## src/mmac_pkg.sv

```systemverilog
// Shared types and opcode constants for the memory-to-memory ALU core.
package mmac_pkg;

    typedef enum logic [4:0] {
        OP_NOP     = 5'd0,
        OP_LOADIMM = 5'd1,
        OP_MOV     = 5'd2,
        OP_ADD     = 5'd3,
        OP_SUB     = 5'd4,
        OP_MUL     = 5'd5,
        OP_DIV     = 5'd6,
        OP_MOD     = 5'd7,
        OP_AND     = 5'd8,
        OP_OR      = 5'd9,
        OP_NOT     = 5'd10,
        OP_XOR     = 5'd11,
        OP_SHR     = 5'd12,
        OP_SHL     = 5'd13,
        OP_EQ      = 5'd14,
        OP_GT      = 5'd15,
        OP_LT      = 5'd16,
        OP_SKIPIF  = 5'd17,
        OP_JUMP    = 5'd18,
        OP_OUTPUT  = 5'd19,
        OP_HALT    = 5'd20
    } opcode_t;

    localparam logic [1:0] ST_OK     = 2'd0;
    localparam logic [1:0] ST_DIVZ   = 2'd1;
    localparam logic [1:0] ST_HALTED = 2'd2;

    typedef struct packed {
        logic [4:0]  opcode;
        logic [7:0]  dest_addr;
        logic [7:0]  src_addr;
        logic [15:0] immediate;
        logic [15:0] jump_line;
    } instr_t;

    typedef enum logic [2:0] {
        EX_IDLE,
        EX_READ,
        EX_OPER,
        EX_DIV,
        EX_FIX,
        EX_DONE
    } ex_state_t;

    // Instruction beat: opcode, dest, src, imm, jump -> 53 bits, padded to 56.
    localparam int IN_BITS  = 56;
    // Result beat: out_value, out_valid, next_line, status, halted -> 36, padded to 40.
    localparam int OUT_BITS = 40;

endpackage

```

## src/mmac_front.sv

```systemverilog
// Instruction front end: accept beats, unpack and queue them for execution.
module mmac_front
    import mmac_pkg::*;
(
    input  logic                clk,
    input  logic                rst_n,
    input  logic                in_valid,
    output logic                in_ready,
    input  logic [IN_BITS-1:0]  in_data,
    output logic                q_valid,
    input  logic                q_pop,
    output instr_t              q_instr
);

    instr_t     slot_reg [2];
    logic [1:0] count_reg;
    logic       rd_reg;
    logic       wr_reg;
    instr_t     in_instr;
    logic       push;

    assign in_instr.opcode    = in_data[4:0];
    assign in_instr.dest_addr = in_data[12:5];
    assign in_instr.src_addr  = in_data[20:13];
    assign in_instr.immediate = in_data[36:21];
    assign in_instr.jump_line = in_data[52:37];

    assign in_ready = (count_reg != 2'd2);
    assign push     = in_valid && in_ready;
    assign q_valid  = (count_reg != 2'd0);
    assign q_instr  = slot_reg[rd_reg];

    always_ff @(posedge clk)
    begin
        if (push)
        begin
            slot_reg[wr_reg] <= in_instr;
        end
    end

    always_ff @(posedge clk or negedge rst_n)
    begin
        if (!rst_n)
        begin
            count_reg <= 2'd0;
            rd_reg    <= 1'b0;
            wr_reg    <= 1'b0;
        end
        else
        begin
            if (push)
            begin
                wr_reg <= ~wr_reg;
            end
            if (q_pop)
            begin
                rd_reg <= ~rd_reg;
            end
            count_reg <= count_reg + {1'b0, push} - {1'b0, q_pop};
        end
    end

endmodule

```

## config.mk

```make
export PLATFORM = sky130hd
export DESIGN_NAME = mmac_front
export DESIGN_NICKNAME = d
export VERILOG_FILES = /design/src/mmac_pkg.sv /design/src/mmac_front.sv
export SDC_FILE = /design/constraint.sdc
export NUM_CORES = 1
export LEC_CHECK = 0
export ABC_AREA = 1
export ABC_CLOCK_PERIOD_IN_PS = 10100
export BUFFER_PORTS_ARGS = -buffer_cell sky130_fd_sc_hd__buf_2
export CAP_MARGIN = 20
export CORE_MARGIN = 8
export CORE_UTILIZATION = 30
export CTS_CLUSTER_SIZE = 28
export DETAILED_ROUTE_END_ITERATION = 10
export PLACE_DENSITY = 0.51
export SLEW_MARGIN = 5
export SYNTH_ARGS = -nofsm -noshare
export SYNTH_HDL_FRONTEND = slang
export SYNTH_SLANG_ARGS = --single-unit
export TNS_END_PERCENT = 1
```

## constraint.sdc

```tcl
create_clock -name clk -period 10.1 [get_ports clk]
set_clock_uncertainty 0.2 [all_clocks]
set_input_delay 2.02 -clock clk [delete_from_list [all_inputs] [get_ports clk]]
set_output_delay 2.02 -clock clk [all_outputs]
set_load 0.02 [all_outputs]
```

==> impl_metrics.toml, run 1 <==
[critical_path]
crit_path_start_kind = "flip-flop"
slowest_stage = "dfrtp_4"
crit_type = "reg -> out"
critPathMaxFanout = 54
endpoint_kind = "primary output"
cp.arrival_ps = 2080
cpPeakStageDelay_ps = 1100
critPathRequiredTime_ps = 7880
crit_family = "flip-flops"
cp.buffers_inverters = 1
critical_path.cell_chain = "mux2_2 > buf_2"

[sta]
max_freq_mhz = 233
finalCritPeriodShare_pct = 42.5
drv_slew = 0
fin_setup_tns_ps = 0
worst_slew_pin_slew_ps = 1040
period_minus_slack_ps = 4300
rsz0062_at_grt = "false"
maxSlewHeadroom_pct = 30.6
setup_viol = 0
finalHoldViolCount = 0

[cts]
cts-root-buf = "clkbuf_16"
post-cts-setup-buffer-count = 0
clk_path_buf_depth = 2
ctsResizeCount = 0
clock-sinks = 110
htreeDepth = 3
cts.reportedPaths.clkPinSlew_ps = 60
cts_tree = "done"
cts-hold-fix-buffers = 0
clkLatencyLatePin_ps = 340
cts_buffers = 9

[placed_design]
place_congestion = 0.666
port_buffers = 111
hpwl_mm = 5.19
placed_area_mm2 = 0.00498

[floorplan]
design.die.area_mm2 = 0.0184
rows = 43
core_mm2 = 0.0139
start_util_pct = 30.7
dieWidth_um = 135
io_pins = 115
die_y_um = 135

[logic_synthesis]
syn_inst = 192
syn_area_mm2 = 0.00428
ys_seq_area_share_pct = 76.7
ys_seq_elements = 110
syn_nets = 253
ys_types = 14
avgSynthCellArea_um2 = 22.3
ys_warn_count = 0

[status]
outcome = "finished clean"

[global_route]
antenna_found_initial = 1
grt_max_degree = 55
grt_pass1_vias = 2282
track_usage_pct = 8.99
grt-ovfl-total = 0
grt_pass1_wl_mm = 12.2

[detailed_routing]
routed_via_density = 4.15
drcViolationCount = 0
antenna_left = 0
vias = 2054
wl_per_cell_um = 15.9
drtPass1Iterations = 4
drt_wl_total_mm = 7.87
drtIter0Drc = 56

[hold_path]
hp-class = "reg -> reg"

[layout]
synthToLayoutAreaGrowth_pct = 23.2
diodes = 0
mostFrequentLayoutCells = "buf_2, edfxtp_1, mux2_4, nand2_1, clkbuf_16"
drive_above_1_share_pct = 58.4
nFillCells = 1338
final_common_cell = "buf_2"
largest_register_ffs = 106
design_area_mm2 = 0.00528
fin_util_pct = 37.9
final_nets = 371

[pwr]
p_per_area_mw_per_mm2 = 297
p_leak_nw = 2.12
ir_worst_vdd_v = 0.000102

[job]
maxCapViolCount = 0
cell families after synthesis:
group           count (synthesis)  share of synthesized area [%]
flops                         110                           76.7
mux                            53                           18.2
simple gates                   15                           1.43
buf+inv                        11                           3.04
compound gates                  1                          0.117
xor+xnor                        1                          0.205
fa+ha+maj                       1                          0.292
stage by stage:
stage          total power [mW]  instances  hold WS [ps]  setup slack (ps)
6_report                   1.57        495           303              5800
5_1_grt                    1.66        495           332              5680
4_1_cts                    1.61        495           309              5720
3_5_place_dp               1.26        479           293              5950
3_3_place_gp               1.25        479           286              5970
2_1_floorplan              1.12        192           278              5060
synth_stat cells:
master,n,area share [%]
ha_1,1,0.29
buf_6,1,0.26
xor2_1,1,0.20
nand3_1,1,0.12
edfxtp_1,106,74
a21oi_1,1,0.12
mux2_4,49,17
dfrtp_1,4,2.3
nand3b_1,1,0.18
inv_1,5,0.44
nor2_1,3,0.26
mux2_2,4,1.1
buf_12,5,2.3
nand2_1,10,0.88
final timing paths:
check / start / endpoint / slack, ps / cells after the start
max: rd_reg$_DFFE_PN0P_ / q_instr[2] / 5800 / 2
min: count_reg[0]$_DFF_PN0_ / count_reg[0]$_DFF_PN0_ / 300 / 1
max reg2reg: count_reg[1]$_DFF_PN0_ / slot_reg[1][42]$_DFFE_PP_ / 7610 / 4
min reg2reg: count_reg[0]$_DFF_PN0_ / count_reg[0]$_DFF_PN0_ / 300 / 1
max in group asynchronous: rst_n / rd_reg$_DFFE_PN0P_ / 8290 / 1
min in group asynchronous: rst_n / wr_reg$_DFFE_PN0P_ / 1270 / 1
final cells by class:
cell class,instances,area [µm²],area share [%]
Timing Repair Buffer,113,571,10.8
Tap cell,180,225,4.27
Inverter,5,18.8,0.356
Sequential cell,110,3290,62.3
Clock buffer,9,225,4.27
Clock inverter,7,65.1,1.23
Multi-Input combinational cell,71,883,16.7
where the power goes:
group / internal (mW) / switching, mW
registers: 0.623 / 0.0848
logic: 0.245 / 0.271
clock network: 0.190 / 0.153
layer usage:
layer / wire, µm / track usage (%)
met1: 3330 / 9.66
met2: 3760 / 14.9
met3: 598 / 3.75
met4: 163 / 4.63
met5: 13 / 0
(Power assumes the default switching activity.)
==> run 2, diff against run 1 <==
--- a/config.mk
+++ b/config.mk
@@ -5,15 +5,15 @@
 export SDC_FILE = /design/constraint.sdc
 export NUM_CORES = 1
 export LEC_CHECK = 0
-export ABC_AREA = 1
-export ABC_CLOCK_PERIOD_IN_PS = 10100
+export ABC_AREA = 0
+export ABC_CLOCK_PERIOD_IN_PS = 4080
 export BUFFER_PORTS_ARGS = -buffer_cell sky130_fd_sc_hd__buf_2
 export CAP_MARGIN = 20
 export CORE_MARGIN = 8
 export CORE_UTILIZATION = 30
 export CTS_CLUSTER_SIZE = 28
 export DETAILED_ROUTE_END_ITERATION = 10
-export PLACE_DENSITY = 0.51
+export PLACE_DENSITY = 0.52
 export SLEW_MARGIN = 5
 export SYNTH_ARGS = -nofsm -noshare
 export SYNTH_HDL_FRONTEND = slang
==> constraint.sdc (replaced) <==
create_clock -name clk -period 4.08 [get_ports clk]
set_clock_uncertainty 0.2 [all_clocks]
set_input_delay 0.816 -clock clk [delete_from_list [all_inputs] [get_ports clk]]
set_output_delay 0.816 -clock clk [all_outputs]
set_load 0.02 [all_outputs]
==> impl_metrics.toml, run 2 <==
[status]
outcome = "finished clean"

[cts]
clkLatencyLatePin_ps = 350
clk_path_buf_depth = 2
cts-hold-fix-buffers = 0
cts_buffers = 9
post-cts-setup-buffer-count = 0
ctsResizeCount = 0
htreeDepth = 3
cts-root-buf = "clkbuf_16"
clock-sinks = 110
cts_tree = "done"
cts.reportedPaths.clkPinSlew_ps = 70

[floorplan]
dieWidth_um = 135
core_mm2 = 0.0138
io_pins = 115
die_y_um = 135
design.die.area_mm2 = 0.0182
start_util_pct = 30.6
rows = 43

[logic_synthesis]
syn_nets = 243
synthTopCellsByArea = "edfxtp_1, mux2_4, dfrtp_1, buf_6, mux2_1"
synth-xor-area-share_pct = 0.827
yosysMostFrequentCell = "edfxtp_1"
yosys.area_share.simple_pct = 0.916
ys_seq_area_share_pct = 77.5
synth-edff-count = 106
synth_compound_area_share_pct = 0.443
synthMuxAreaShare_pct = 18.4
ys_types = 16
yosysTopAreaCellShare_pct = 75.1
synth_top_family_by_area = "multiplexers"
ys_seq_elements = 110
async_reset_ff_share_pct = 3.64
ys_warn_count = 0
syn_area_mm2 = 0.00424
syn_inst = 182
synthFlopType = "edfxtp_1"
yosys-top-cells-count = "edfxtp_1, mux2_4, buf_6"
synthAdderAreaFrac_pct = 0.295
avgSynthCellArea_um2 = 23.3
yosysTopAreaCell = "edfxtp_1"

[critical_path]
critical_path.cell_chain = "buf_12 > mux2_1 > buf_2"
reg2reg_from = "count_reg[1]$_DFF_PN0_"
critPathMaxFanout = 28
crit_path_start_kind = "flip-flop"
crit_family = "flip-flops"
critPathRequiredTime_ps = 3060
cp.arrival_ps = 2040
cpPeakStageDelay_ps = 790
endpoint_kind = "primary output"
crit_type = "reg -> out"
slowest_stage = "dfrtp_4"
critPathLaunch = "rd_reg$_DFFE_PN0P_"
cp.buffers_inverters = 2

[sta]
finalHoldViolCount = 0
period_minus_slack_ps = 3050
setup_viol = 0
worst_slew_pin_slew_ps = 755
maxSlewHeadroom_pct = 49.7
fin_ws_ps = 1030
max_freq_mhz = 328
finalCritPeriodShare_pct = 74.8
hold_ws_ps = 59.1
drv_slew = 0
fin_setup_tns_ps = 0
rsz0062_at_grt = "false"

[pwr]
ir_worst_vdd_v = 0.000507
p_per_area_mw_per_mm2 = 735
p_leak_nw = 2.10

[placed_design]
place_congestion = 0.657
hpwl_mm = 5.34
port_buffers = 111
placed_area_mm2 = 0.00502
place_inst = 471
pre_cts_ws_ps = 1380

[detailed_routing]
drt_wl_total_mm = 7.89
vias = 2026
routed_via_density = 4.15
drcViolationCount = 0
antenna_left = 0
wl_per_cell_um = 16.2
drtIter0Drc = 78
drtPass1Iterations = 4

[layout]
mostFrequentLayoutCells = "buf_2, edfxtp_1, mux2_4, clkbuf_16, mux2_1"
final_nets = 363
stdcell_count = 488
design_area_mm2 = 0.00531
final_common_cell = "buf_2"
seq_area_mm2 = 0.00329
synthToLayoutAreaGrowth_pct = 25.3
multi_input_area_um2 = 895
drive_above_1_share_pct = 60.3
largest_register_ffs = 106
nFillCells = 1294

[global_route]
track_usage_pct = 8.99
antenna_found_initial = 0
grt_pass1_vias = 2271
grt_pass1_wl_mm = 12.1
grt_max_degree = 29
grt-ovfl-total = 0

[hold_path]
hp-class = "in -> async"

[job]
maxCapViolCount = 0
[run 2: cell type report]
cell class | instances | area share [%]
clock inverters | 7 | 1.23
clock buffers | 9 | 4.24
flip-flops and latches | 110 | 61.9
diodes | 1 | 0.0471
multi-input cells | 66 | 16.8
well taps | 180 | 4.24
repair buffers | 115 | 11.5
[run 2: path summary, 6_finish.rpt]
check                                            end  cells after the start  slack, ps
min in group clk              count_reg[0]$_DFF_PN0_                      1        350
min reg2reg                   count_reg[0]$_DFF_PN0_                      1        350
max                                      q_instr[52]                      3       1030
max reg2reg                slot_reg[1][50]$_DFFE_PP_                      3       2020
min                           count_reg[0]$_DFF_PN0_                      1         60
max in group asynchronous         rd_reg$_DFFE_PN0P_                      1       3490
[run 2: cell families after synthesis]
| kind of cell | after synthesis |
|---|---|
| AOI/OAI and AO/OA | 2 |
| xor gates and xnor gates | 4 |
| adders and majority gates | 1 |
| buffers and inverters | 6 |
| DFF | 110 |
| muxes | 53 |
| and+or+nand+nor | 6 |
[run 2: through the flow]
stage | utilization (%) | total power, mW
after floorplan | - | 2.72
after global placement | 36.3 | 3.12
after detailed placement | 36.3 | 3.13
after CTS | 38.4 | 4.00
after global routing | 38.4 | 4.13
final | 38.4 | 3.91
[run 2: worst reg2reg max path, cell delays in order, from the launching register on]
cell and delay [ps]:
dfrtp_1 420, nand2b_1 120, and3_2 700, buf_12 300
[run 2: report_power, final]
| part | total [mW] | switching [mW] | internal (mW) |
|---|---|---|---|
| clock network | 0.849 | 0.377 | 0.471 |
| registers | 1.69 | 0.144 | 1.55 |
| logic | 1.37 | 0.738 | 0.628 |
| total | 3.91 | 1.26 | 2.65 |
[run 2: layer usage]
metal | wire length [µm] | vias to the layer above | part of all wire, % | global-route usage (%)
met5 | 0 | - | 0 | 0
met4 | 117 | 0 | 1.5 | 4.30
met3 | 632 | 10 | 8.0 | 4.68
met2 | 3800 | 66 | 48 | 13.6
met1 | 3340 | 993 | 42 | 10.3
li1 | - | 957 | - | -
